### src/hw/rtl/mbd_pkg.sv
// ----------------------------------------------------------------------------
// mbd_pkg: shared types and constants for the button debouncer
// button count, queue geometry, transaction structs and the queue control
// bundle that the lanes and the event queue share
// ----------------------------------------------------------------------------
package mbd_pkg;

  localparam int BUTTON_COUNT = 5;
  localparam int QUEUE_DEPTH  = 8;

  localparam int CODE_W = $clog2(BUTTON_COUNT + 1);
  localparam int PTR_W  = (QUEUE_DEPTH > 2) ? $clog2(QUEUE_DEPTH) : 1;
  localparam int CNT_W  = $clog2(QUEUE_DEPTH + 1);
  localparam int SUM_W  = $clog2(QUEUE_DEPTH + BUTTON_COUNT + 1);
  localparam int TIME_W = 32;
  localparam int DEB_W  = 16;

  localparam logic [DEB_W-1:0] DEBOUNCE_RESET = DEB_W'(50);

  typedef enum logic [1:0] {
    MODE_SAMPLE = 2'd0,
    MODE_POP    = 2'd1,
    MODE_RESYNC = 2'd2
  } mode_t;

  typedef struct packed {
    logic [1:0]              mode;
    logic [BUTTON_COUNT-1:0] raw_levels;
    logic [TIME_W-1:0]       now_ms;
  } in_item_t;

  typedef struct packed {
    logic [CODE_W-1:0]       event_button;
    logic [BUTTON_COUNT-1:0] stable_pressed;
    logic [CNT_W-1:0]        queue_count;
  } out_item_t;

  // one accepted transaction's effect on the queue
  typedef struct packed {
    logic [BUTTON_COUNT-1:0] push_mask;
    logic                    pop;
    logic                    clear;
  } queue_ctrl_t;

endpackage

### src/hw/rtl/mbd_lane.sv
// ----------------------------------------------------------------------------
// mbd_lane: debounce state of one button
// candidate level, candidate start time and stable level; flags a new press
// ----------------------------------------------------------------------------
module mbd_lane (
  input  logic                           clk,
  input  logic                           rst_n,
  input  logic                           sample_i,
  input  logic                           resync_i,
  input  logic                           pressed_i,
  input  logic [mbd_pkg::TIME_W-1:0]     now_i,
  input  logic [mbd_pkg::DEB_W-1:0]      debounce_i,
  output logic                           stable_nxt_o,
  output logic                           press_o
);

  logic                        cand_r, cand_nxt;
  logic                        stable_r, stable_nxt;
  logic [mbd_pkg::TIME_W-1:0]  since_r, since_nxt;
  logic [mbd_pkg::TIME_W-1:0]  elapsed;

  assign elapsed = now_i - since_r;

  always_comb begin
    cand_nxt   = cand_r;
    stable_nxt = stable_r;
    since_nxt  = since_r;
    press_o    = 1'b0;
    if (resync_i) begin
      cand_nxt   = pressed_i;
      stable_nxt = pressed_i;
      since_nxt  = now_i;
    end else if (sample_i) begin
      if (pressed_i != cand_r) begin
        // level moved: restart the candidate timer
        cand_nxt  = pressed_i;
        since_nxt = now_i;
      end else if (pressed_i != stable_r &&
                   elapsed >= mbd_pkg::TIME_W'(debounce_i)) begin
        stable_nxt = pressed_i;
        press_o    = pressed_i;
      end
    end
  end

  assign stable_nxt_o = stable_nxt;

  always_ff @(posedge clk) begin
    if (!rst_n) begin
      cand_r   <= 1'b0;
      stable_r <= 1'b0;
      since_r  <= '0;
    end else begin
      cand_r   <= cand_nxt;
      stable_r <= stable_nxt;
      since_r  <= since_nxt;
    end
  end

endmodule

### src/hw/rtl/mbd_event_queue.sv
// ----------------------------------------------------------------------------
// mbd_event_queue: merges lane presses into the event fifo
// presses are slotted in button order, overflow is dropped, pops take the
// oldest code
// ----------------------------------------------------------------------------
module mbd_event_queue (
  input  logic                         clk,
  input  logic                         rst_n,
  input  mbd_pkg::queue_ctrl_t         ctrl_i,
  output logic [mbd_pkg::CODE_W-1:0]   pop_code_o,
  output logic [mbd_pkg::CNT_W-1:0]    count_nxt_o
);

  localparam int BC = mbd_pkg::BUTTON_COUNT;
  localparam int QD = mbd_pkg::QUEUE_DEPTH;
  localparam int SW = mbd_pkg::SUM_W;

  logic [mbd_pkg::CODE_W-1:0] store_r [QD];
  logic [mbd_pkg::PTR_W-1:0]  rp_r, rp_nxt;
  logic [mbd_pkg::PTR_W-1:0]  wp_r, wp_nxt;
  logic [mbd_pkg::CNT_W-1:0]  count_r, count_nxt;

  logic [SW-1:0]              offs [BC];
  logic [BC-1:0]              wr_en;
  logic [mbd_pkg::PTR_W-1:0]  wr_addr [BC];
  logic [SW-1:0]              total;
  logic [SW-1:0]              written;
  logic [SW-1:0]              wsum;

  // slot of each press = presses of lower-numbered buttons
  always_comb begin
    for (int i = 0; i < BC; i++) begin
      offs[i] = '0;
      for (int k = 0; k < i; k++) begin
        offs[i] = offs[i] + SW'(ctrl_i.push_mask[k]);
      end
      wr_en[i] = ctrl_i.push_mask[i] && ((SW'(count_r) + offs[i]) < SW'(QD));
      wsum     = SW'(wp_r) + offs[i];
      if (wsum >= SW'(QD)) begin
        wsum = wsum - SW'(QD);
      end
      wr_addr[i] = wsum[mbd_pkg::PTR_W-1:0];
    end
  end

  always_comb begin
    total = SW'(count_r);
    for (int i = 0; i < BC; i++) begin
      total = total + SW'(ctrl_i.push_mask[i]);
    end
    if (total > SW'(QD)) begin
      total = SW'(QD);
    end
    written = total - SW'(count_r);

    rp_nxt     = rp_r;
    wp_nxt     = wp_r;
    count_nxt  = count_r;
    pop_code_o = '0;
    if (ctrl_i.clear) begin
      rp_nxt    = '0;
      wp_nxt    = '0;
      count_nxt = '0;
    end else if (ctrl_i.pop) begin
      if (count_r != '0) begin
        pop_code_o = store_r[rp_r];
        rp_nxt     = (rp_r == mbd_pkg::PTR_W'(QD - 1)) ? '0 : rp_r + 1'b1;
        count_nxt  = count_r - 1'b1;
      end
    end else begin
      count_nxt = total[mbd_pkg::CNT_W-1:0];
      if (SW'(wp_r) + written >= SW'(QD)) begin
        wp_nxt = mbd_pkg::PTR_W'(SW'(wp_r) + written - SW'(QD));
      end else begin
        wp_nxt = mbd_pkg::PTR_W'(SW'(wp_r) + written);
      end
    end
  end

  assign count_nxt_o = count_nxt;

  always_ff @(posedge clk) begin
    if (!rst_n) begin
      rp_r    <= '0;
      wp_r    <= '0;
      count_r <= '0;
    end else begin
      rp_r    <= rp_nxt;
      wp_r    <= wp_nxt;
      count_r <= count_nxt;
    end
  end

  always_ff @(posedge clk) begin
    for (int i = 0; i < BC; i++) begin
      if (wr_en[i]) begin
        store_r[wr_addr[i]] <= mbd_pkg::CODE_W'(i + 1);
      end
    end
  end

  a_count_bound: assert property (@(posedge clk) disable iff (!rst_n)
    count_r <= mbd_pkg::CNT_W'(QD))
    else $error("event count above queue depth");

  a_idle_hold: assert property (@(posedge clk) disable iff (!rst_n)
    (!ctrl_i.pop && !ctrl_i.clear && ctrl_i.push_mask == '0)
      |=> ($stable(count_r) && $stable(rp_r) && $stable(wp_r)))
    else $error("queue moved without a transaction");

  a_clear_empties: assert property (@(posedge clk) disable iff (!rst_n)
    ctrl_i.clear |=> (count_r == '0 && rp_r == wp_r))
    else $error("resync left events in the queue");

  a_empty_pop: assert property (@(posedge clk) disable iff (!rst_n)
    (ctrl_i.pop && count_r == '0) |-> (pop_code_o == '0 && count_nxt == '0))
    else $error("pop from empty queue returned a code");

endmodule

### src/hw/rtl/multi_button_debounce_event_fifo.sv
// ----------------------------------------------------------------------------
// multi_button_debounce_event_fifo: debouncer for active-low buttons with a
// press event queue
// result: each accepted input transaction's result is registered in the output register
// throughput: one transaction per cycle while in_ready is high (output register
//   empty or being read); lanes and queue pointers update on each accepted one
// reset: synchronous active low; lanes and queue empty, debounce_ms = 50
// ----------------------------------------------------------------------------
module multi_button_debounce_event_fifo (
  input  logic                       clk,
  input  logic                       rst_n,
  // configuration
  input  logic                       cfg_we,
  input  logic [mbd_pkg::DEB_W-1:0]  cfg_wdata,
  // input channel
  input  logic                       in_valid,
  output logic                       in_ready,
  input  mbd_pkg::in_item_t          in_data,
  // result channel
  output logic                       out_valid,
  input  logic                       out_ready,
  output mbd_pkg::out_item_t         out_data
);

  localparam int BC = mbd_pkg::BUTTON_COUNT;

  logic [mbd_pkg::DEB_W-1:0]  debounce_r;
  logic                       out_valid_r, out_valid_nxt;
  mbd_pkg::out_item_t         out_data_r, out_data_nxt;

  logic                       accept;
  mbd_pkg::mode_t             mode;
  logic                       sample, pop, resync;
  logic [BC-1:0]              pressed;
  logic [BC-1:0]              stable_nxt;
  logic [BC-1:0]              press;
  mbd_pkg::queue_ctrl_t       qctrl;
  logic [mbd_pkg::CODE_W-1:0] pop_code;
  logic [mbd_pkg::CNT_W-1:0]  count_nxt;

  // the output register takes a new result when it is empty or the old one leaves
  assign in_ready = !out_valid_r || out_ready;
  assign accept   = in_valid && in_ready;

  // pins are active low
  assign pressed = ~in_data.raw_levels;
  assign mode    = mbd_pkg::mode_t'(in_data.mode);

  // decode the mode; the unused code does nothing
  always_comb begin
    sample = 1'b0;
    pop    = 1'b0;
    resync = 1'b0;
    unique case (mode)
      mbd_pkg::MODE_SAMPLE: sample = accept;
      mbd_pkg::MODE_POP:    pop    = accept;
      mbd_pkg::MODE_RESYNC: resync = accept;
      default: ;
    endcase
  end

  // one debounce lane per button, all updated in the same cycle
  for (genvar g = 0; g < BC; g++) begin : g_lane
    mbd_lane u_lane (
      .clk          (clk),
      .rst_n        (rst_n),
      .sample_i     (sample),
      .resync_i     (resync),
      .pressed_i    (pressed[g]),
      .now_i        (in_data.now_ms),
      .debounce_i   (debounce_r),
      .stable_nxt_o (stable_nxt[g]),
      .press_o      (press[g])
    );
  end

  // merge: new presses go into the queue in button order
  assign qctrl.push_mask = press;
  assign qctrl.pop       = pop;
  assign qctrl.clear     = resync;

  mbd_event_queue u_queue (
    .clk         (clk),
    .rst_n       (rst_n),
    .ctrl_i      (qctrl),
    .pop_code_o  (pop_code),
    .count_nxt_o (count_nxt)
  );

  // result register
  always_comb begin
    out_valid_nxt = out_valid_r;
    out_data_nxt  = out_data_r;
    if (out_valid_r && out_ready) begin
      out_valid_nxt = 1'b0;
    end
    if (accept) begin
      out_valid_nxt               = 1'b1;
      out_data_nxt.event_button   = pop_code;
      out_data_nxt.stable_pressed = stable_nxt;
      out_data_nxt.queue_count    = count_nxt;
    end
  end

  always_ff @(posedge clk) begin
    if (!rst_n) begin
      out_valid_r <= 1'b0;
      debounce_r  <= mbd_pkg::DEBOUNCE_RESET;
    end else begin
      out_valid_r <= out_valid_nxt;
      if (cfg_we) begin
        debounce_r <= cfg_wdata;
      end
    end
  end

  // payload register, no reset needed
  always_ff @(posedge clk) begin
    out_data_r <= out_data_nxt;
  end

  assign out_valid = out_valid_r;
  assign out_data  = out_data_r;

endmodule
### config.mk
export PLATFORM = sky130hd
export DESIGN_NAME = multi_button_debounce_event_fifo
export DESIGN_NICKNAME = d
export VERILOG_FILES = /design/src/hw/rtl/mbd_pkg.sv /design/src/hw/rtl/mbd_lane.sv /design/src/hw/rtl/mbd_event_queue.sv /design/src/hw/rtl/multi_button_debounce_event_fifo.sv
export SDC_FILE = /design/constraint.sdc
export NUM_CORES = 1
export LEC_CHECK = 0
export ABC_AREA = 1
export BUFFER_PORTS_ARGS = -buffer_cell sky130_fd_sc_hd__buf_2
export CORE_UTILIZATION = 35
export CTS_BUF_LIST = sky130_fd_sc_hd__clkbuf_4
export DETAILED_ROUTE_END_ITERATION = 7
export PLACE_DENSITY = 0.52
export SLEW_MARGIN = 20
export SYNTH_ARGS = -nofsm -noshare
export SYNTH_HDL_FRONTEND = slang
export SYNTH_SLANG_ARGS = --single-unit
### constraint.sdc
create_clock -name clk -period 6.7 [get_ports clk]
set_clock_uncertainty 0.05 [all_clocks]
set_input_delay 0.335 -clock clk [delete_from_list [all_inputs] [get_ports clk]]
set_output_delay 0.335 -clock clk [all_outputs]
set_load 0.01 [all_outputs]
# Yosys cells after proc, flatten, opt, wreduce, memory -nomap -nowiden
# Memory sizes are Yosys's and may differ from the RTL's. A register that Yosys moved wholly into a read port is not among the register bits.
# Index checks and enable logic that the tools add are counted.
# classes
n_eq_ne	13
bitwise_logic	4
div_mod_pow	0
shifts	0
n_mux	96
n_addsub	30
n_mul	0
n_reduce_logical	31
n_lt_le_gt_ge	17
# op_table
operator	n
32-bit 2-to-1 mux	15
32-bit by 16-bit greater-or-equal comparator with 1-bit output	5
32-bit subtractor	5
1-bit 2-to-1 mux	70
4-bit by 1-bit adder with 4-bit output	7
3-bit 2-to-1 mux	7
4-bit greater-or-equal comparator (second input constant)	5
4-bit less-than comparator (second input constant)	5
3-bit by 1-bit subtractor with 3-bit output (second input constant)	6
4-bit 2-to-1 mux	4
2-bit nonzero test	7
3-bit by 4-bit adder with 4-bit output	3
4-bit adder	3
1-bit logical AND	12
2-bit AND reduction	6
1-bit inequality test	10
5-bit NOT	1
3-bit by 1-bit adder with 4-bit output	1
3-bit by 2-bit adder with 4-bit output	1
3-bit by 4-bit greater-or-equal comparator with 1-bit output (second input constant)	1
4-bit greater-than comparator (second input constant)	1
4-bit nonzero test	1
4-bit by 1-bit subtractor with 4-bit output (second input constant)	1
4-bit subtractor	1
11 further kinds	13
# totals
ramBits	24
word_cells	214
in_bits	60
reg_bits	206
out_inout_bits	14
mem_count	1
rom_bits	0
latchBits	0
# memory_table
name	depth	width	rd	rd_clocked_by_memory_dff	wr	line	text
u_queue.store_r	8	3	1	1	5	mbd_event_queue.sv:18	logic [mbd_pkg::CODE_W-1:0] store_r [QD];

# Depth between registers and ports, before layout
# depth
ltp_word	18
depth_mapped	44
depth_no_buf	44

# Cells and area by module
# A second synthesis with hierarchy kept.
# hier_totals
hier_cells	4438
area_unflattened_um2	25644.6
# by_module_without_submodules
mod	cells_per_inst	area_each_um2	seq_area_each_um2	instances
mbd_lane at g_lane[2].u_lane ...	769	4289.1	680.7	3
mbd_lane at g_lane[0].u_lane	771	4307.9	680.7	1
mbd_lane at g_lane[1].u_lane	769	4281.6	680.7	1
mbd_event_queue	490	3183.1	740.7	1
multi_button_debounce_event_fifo	101	1004.7	700.7	1

# Worst setup path before layout
# No wires, ideal clock.
# synth_path
kind	in2reg
from	input port in_data[0] (netlist bit)
to	register u_queue.wp_r[2] (netlist bit)
path_buffers	0
setup_time_ns	0.115
t_required_ns	6.535
t_arrival_ns	6.122
path_slack_ns	0.412
path_stages	38
path_cell_list	inv_1 -> ha_1 -> fa_1 -> inv_1 -> nand2_1 -> nand3_1 -> nand2_1 -> nand2_1 -> xor2_1 -> ha_1 -> inv_1 -> nor3_1 -> a211oi_1 -> nand3_1 -> nor2_1 -> nand3_1 -> nor2_2 -> a21oi_4 -> [2 not listed] -> ha_1 -> inv_1 -> fa_1 -> inv_1 -> fa_1 -> a21oi_1 -> nor2_1 -> or2_2 -> nand2_1 -> nor2_1 -> fa_1 -> inv_1 -> fa_1 -> xnor2_1 -> xnor2_1 -> xor2_1 -> o21ai_0 -> inv_1
# synth_via
elab_chain_len	18
elab_cells_between_ends	47
cone_classes	add/sub (13); order compare (7); mux (22); reduce/logical (5)
# synth_rtl
element	line	text
start, declared	multi_button_debounce_event_fifo.sv:18	input mbd_pkg::in_item_t in_data,
32-bit subtractor	mbd_lane.sv:22	assign elapsed = now_i - since_r;
32-bit by 16-bit greater-or-equal comparator with 1-bit output	mbd_lane.sv:39	elapsed >= mbd_pkg::TIME_W'(debounce_i)) begin
1-bit logical AND	mbd_lane.sv:38	end else if (pressed_i != stable_r &&
1-bit 2-to-1 mux	mbd_lane.sv:38	
1-bit 2-to-1 mux	mbd_lane.sv:34	if (pressed_i != cand_r) begin
1-bit 2-to-1 mux	mbd_lane.sv:33	end else if (sample_i) begin
1-bit 2-to-1 mux	mbd_lane.sv:29	if (resync_i) begin
4-bit by 1-bit adder with 4-bit output (4 in series)	mbd_event_queue.sv:49	total = total + SW'(ctrl_i.push_mask[i]);
4-bit by 1-bit adder with 4-bit output *	mbd_event_queue.sv:49	
4-bit greater-than comparator	mbd_event_queue.sv:51	if (total > SW'(QD)) begin
4-bit 2-to-1 mux *	mbd_event_queue.sv:51	
4-bit subtractor *	mbd_event_queue.sv:54	written = total - SW'(count_r);
3-bit by 4-bit adder with 4-bit output *	mbd_event_queue.sv:72	if (SW'(wp_r) + written >= SW'(QD)) begin
4-bit greater-or-equal comparator / 3-bit by 1-bit subtractor with 3-bit output (equally long branches)	mbd_event_queue.sv:72, mbd_event_queue.sv:73	
3-bit 2-to-1 mux *	mbd_event_queue.sv:72	
end signal, assigned	mbd_event_queue.sv:89	wp_r <= wp_nxt;
end, declared	mbd_event_queue.sv:20	logic [mbd_pkg::PTR_W-1:0] wp_r, wp_nxt;
# Every way passes the cells marked *; elsewhere a longest branch is shown, timed or not.
# A chain may end at the register's enable or synchronous reset.

# Worst setup path in the final report
# layout_path
from	register g_lane[0].u_lane.since_r[2] (netlist bit)
to	register u_queue.wp_r[2] (netlist bit)
# layout_via
elab_chain_len	18
elab_cells_between_ends	19
cone_classes	add/sub (9); order compare (3); mux (6); reduce/logical (1)
# layout_rtl
element	line	text
start, declared	mbd_lane.sv:19	logic [mbd_pkg::TIME_W-1:0] since_r, since_nxt;
start signal, assigned	mbd_lane.sv:56	since_r <= since_nxt;
32-bit subtractor *	mbd_lane.sv:22	
32-bit by 16-bit greater-or-equal comparator with 1-bit output *	mbd_lane.sv:39	
1-bit logical AND *	mbd_lane.sv:38	
1-bit 2-to-1 mux *	mbd_lane.sv:38	
1-bit 2-to-1 mux *	mbd_lane.sv:34	
1-bit 2-to-1 mux *	mbd_lane.sv:33	
1-bit 2-to-1 mux *	mbd_lane.sv:29	
4-bit by 1-bit adder with 4-bit output * (5 in series)	mbd_event_queue.sv:49	
4-bit greater-than comparator	mbd_event_queue.sv:51	
4-bit 2-to-1 mux *	mbd_event_queue.sv:51	
4-bit subtractor *	mbd_event_queue.sv:54	
3-bit by 4-bit adder with 4-bit output *	mbd_event_queue.sv:72	
4-bit greater-or-equal comparator / 3-bit by 1-bit subtractor with 3-bit output (equally long branches)	mbd_event_queue.sv:72, mbd_event_queue.sv:73	
3-bit 2-to-1 mux *	mbd_event_queue.sv:72	
# Marks and branches as above.

==> impl_metrics.ini <==
[sta]
setup_viol_count_final = 0
finalCritPeriodShare = 0.945
hold_viol_final = 0
hold_slack_ps = 105
fmax_mhz = 158
worstMarginPinSlew_ps = 753
period_minus_slack_ps = 6330
slew_headroom = 0.493
fin_ws_ps = 370
slew_viol_final = 0

[logic_synthesis]
synth_seq_cells = 233
synth_nets = 4295
ys_types = 50
synth.avg_cell_area_um2 = 5.99
synth_seq_area_share = 0.202
ys_warn_count = 0
synthCells = 3963
synth_area_mm2 = 0.0237

[routing]
routed_via_density = 4.91
wl_mm = 87.5
ant_nets = 0
drtIter0Drc = 1870
drc_errors = 0
first_pass_iters = 6
routed-via-count = 25461
wl_per_cell_um = 16.9

[setup_path]
required_ps = 7350
cp-end-kind = flop
path_class = flop to flop
crit_slowest_cell = fa_1
path_max_fanout = 6
arrival_ps = 6980
critical_path_buf_inv_count = 9
start_kind = flop
critical_path.top_delay_family = adder cells
reg2reg_slack_ps = 370
slowest_delay_ps = 550

[job]
max_cap_violations = 0

[pwr]
vdd_drop_max_mv = 0.0952
p_leak_nw = 14.5
power_density_mw_per_mm2 = 201

[cells_and_area]
area_growth_pct = 18.1
drive_above_1_share = 0.122
nets = 4590

[placed_design]
gp_congestion = 0.951
dpl.hpwl_mm = 70.9
io_buffers = 73
dpl_worst_slack_ps = -47.9

[cts]
cts_root_buffer = clkbuf_4
htreeDepth = 3
clk_pin_slew_worst_paths_ps = 60
cts_sinks = 233
clk_path_buf_depth = 3
cts_buffers = 77
clk_latency_ps = 890
tritoncts = yes

[global_route]
grt_max_degree = 73
grt_pass1_wl_mm = 135
overflow = 0
grt_pass1_vias = 24532
grt_antenna_before_repair = 8
gr-usage-all-layers = 0.253

[die]
fp-row-count = 95
initial_utilization = 0.353
core_mm2 = 0.0672
dieWidth_um = 262
ioPinCount = 74
die_h_um = 262
dieArea_mm2 = 0.0689

[outcome]
status = completed

[hold_path]
hp-class = primary input to flop
==> per-stage QoR <==
step | std cells | setup TNS, ps | utilization | cell area (um2) | total power, mW
final | 5186 | 0 | 0.417 | 28000 | 5.63
after global routing | 5185 | -23.1 | 0.417 | 28000 | 6.11
after CTS | 5178 | 0 | 0.410 | 27600 | 5.62
after detailed placement | 4987 | -47.9 | 0.388 | 26000 | 4.03
after global placement | 4987 | -12.7 | 0.388 | 26000 | 4.02
after floorplan | 3963 | 0 | - | 23700 | 3.30
==> placed cells by master, fill, tap and decap left out, types with 13 or more instances in the layout <==
cell,instances
clkinv_1,25
ha_1,243
xor2_1,77
buf_2,72
o21bai_1,15
nand2_1,1100
dlygate4sd3_1,59
and2_1,14
ha_4,13
buf_4,144
xnor2_1,13
a21oi_1,350
nand4_1,74
nor2_1,329
inv_1,707
clkbuf_4,102
nand3_1,172
o21ai_0,231
nand3b_1,22
dfxtp_1,217
nor2_2,27
nand3_2,16
inv_2,33
nor3_1,43
nand2_2,51
==> worst reg2reg max path: cells and delay by family, from the launching register on <==
family          cells  cell delay [ps]
fa+ha+maj           7             2610
simple gates       20             1780
xor+xnor            4              610
buf+inv             9              490
compound gates      3              350
flops               1              320
==> cell families (layout without fill, tap and decap cells) <==
kind of cell,after synthesis,in the layout,synth area share
adder cells (fa/ha/maj),272,272,0.148
XOR/XNOR,94,94,0.0347
flip-flops,233,233,0.202
other,0,2,0
multiplexers,2,2,0.000843
buffers and inverters,804,1152,0.128
AND/OR/NAND/NOR,1897,1897,0.340
AO/OA/AOI/OAI,661,661,0.147
==> state kept, by name, indices dropped and copies added, names as in the netlist <==
register                cells
g_lane.u_lane.stable_r      5
u_queue.store_r            24
u_queue.count_r             4
debounce_r                 16
g_lane.u_lane.since_r     160
out_data                   12
out_valid                   1
g_lane.u_lane.cand_r        5
u_queue.wp_r                3
u_queue.rp_r                3
==> metal layers <==
layer	up-vias	global-route usage	routed length (um)
met5	-	0	0
met4	0	0.0890	2750
met3	154	0.0347	4800
met2	619	0.413	38600
met1	11444	0.339	41400
li1	13244	-	-
==> layout make-up <==
| class | instances | area, um2 |
|---|---|---|
| Timing Repair Buffer | 277 | 2060 |
| Clock inverter | 30 | 179 |
| Clock buffer | 102 | 766 |
| Multi-Input combinational cell | 2926 | 16300 |
| Tap cell | 873 | 1090 |
| Fill cell | 7466 | 39100 |
| Sequential cell | 233 | 4790 |
| Inverter | 743 | 2790 |
| Antenna cell | 2 | 5.00 |
==> where the power goes <==
group	internal, mW	switching (mW)	total [mW]
sequential	1.54	0.0803	1.62
clock	0.783	0.733	1.52
combinational	0.927	1.56	2.49
==> worst paths after layout <==
kind / start / end / cells past startpoint
min: cfg_we / debounce_r[2]$_SDFFE_PN0P_ / 3
min reg2reg: g_lane[2].u_lane.since_r[11]$_SDFFE_PN0P_ / g_lane[2].u_lane.since_r[11]$_SDFFE_PN0P_ / 2
max: g_lane[0].u_lane.since_r[2]$_SDFFE_PN0P_ / u_queue.wp_r[2]$_SDFFE_PP0N_ / 43
max reg2reg: g_lane[0].u_lane.since_r[2]$_SDFFE_PN0P_ / u_queue.wp_r[2]$_SDFFE_PP0N_ / 43
==> Yosys cell counts, drive strengths merged <==
cell / n / area share
a211oi: 11 / 0.0035
a21boi: 6 / 0.0019
a21o: 5 / 0.0016
a21oi: 358 / 0.076
a22oi: 1 / 0.00053
a311oi: 1 / 0.00037
a31o: 2 / 0.00074
a31oi: 6 / 0.0016
and2: 14 / 0.0037
and3: 3 / 0.00079
buf: 4 / 0.0011
clkbuf: 57 / 0.0090
clkinv: 5 / 0.00079
dfxtp: 221 / 0.19
edfxtp: 12 / 0.015
fa: 15 / 0.013
ha: 257 / 0.14
inv: 738 / 0.12
mux2i: 2 / 0.00084
nand2: 1163 / 0.19
nand3: 188 / 0.042
nand3b: 22 / 0.0070
nand4: 74 / 0.020
nor2: 363 / 0.062
nor2b: 1 / 0.00026
nor3: 51 / 0.012
nor4: 11 / 0.0040
o21a: 12 / 0.0038
o21ai: 239 / 0.051
o21bai: 15 / 0.0047
o22ai: 3 / 0.00079
o31a: 2 / 0.00074
or2: 7 / 0.0018
xnor2: 14 / 0.0052
xor2: 80 / 0.030
==> what timing repair did <==
action / in CTS / in global routing
setup endpoints to repair: 0 / 1
hold buffers: 59 / 0
setup buffers: 0 / 6
hold endpoints to repair: 161 / 0
resized for setup: 0 / 99
(Power assumes the default switching activity.)
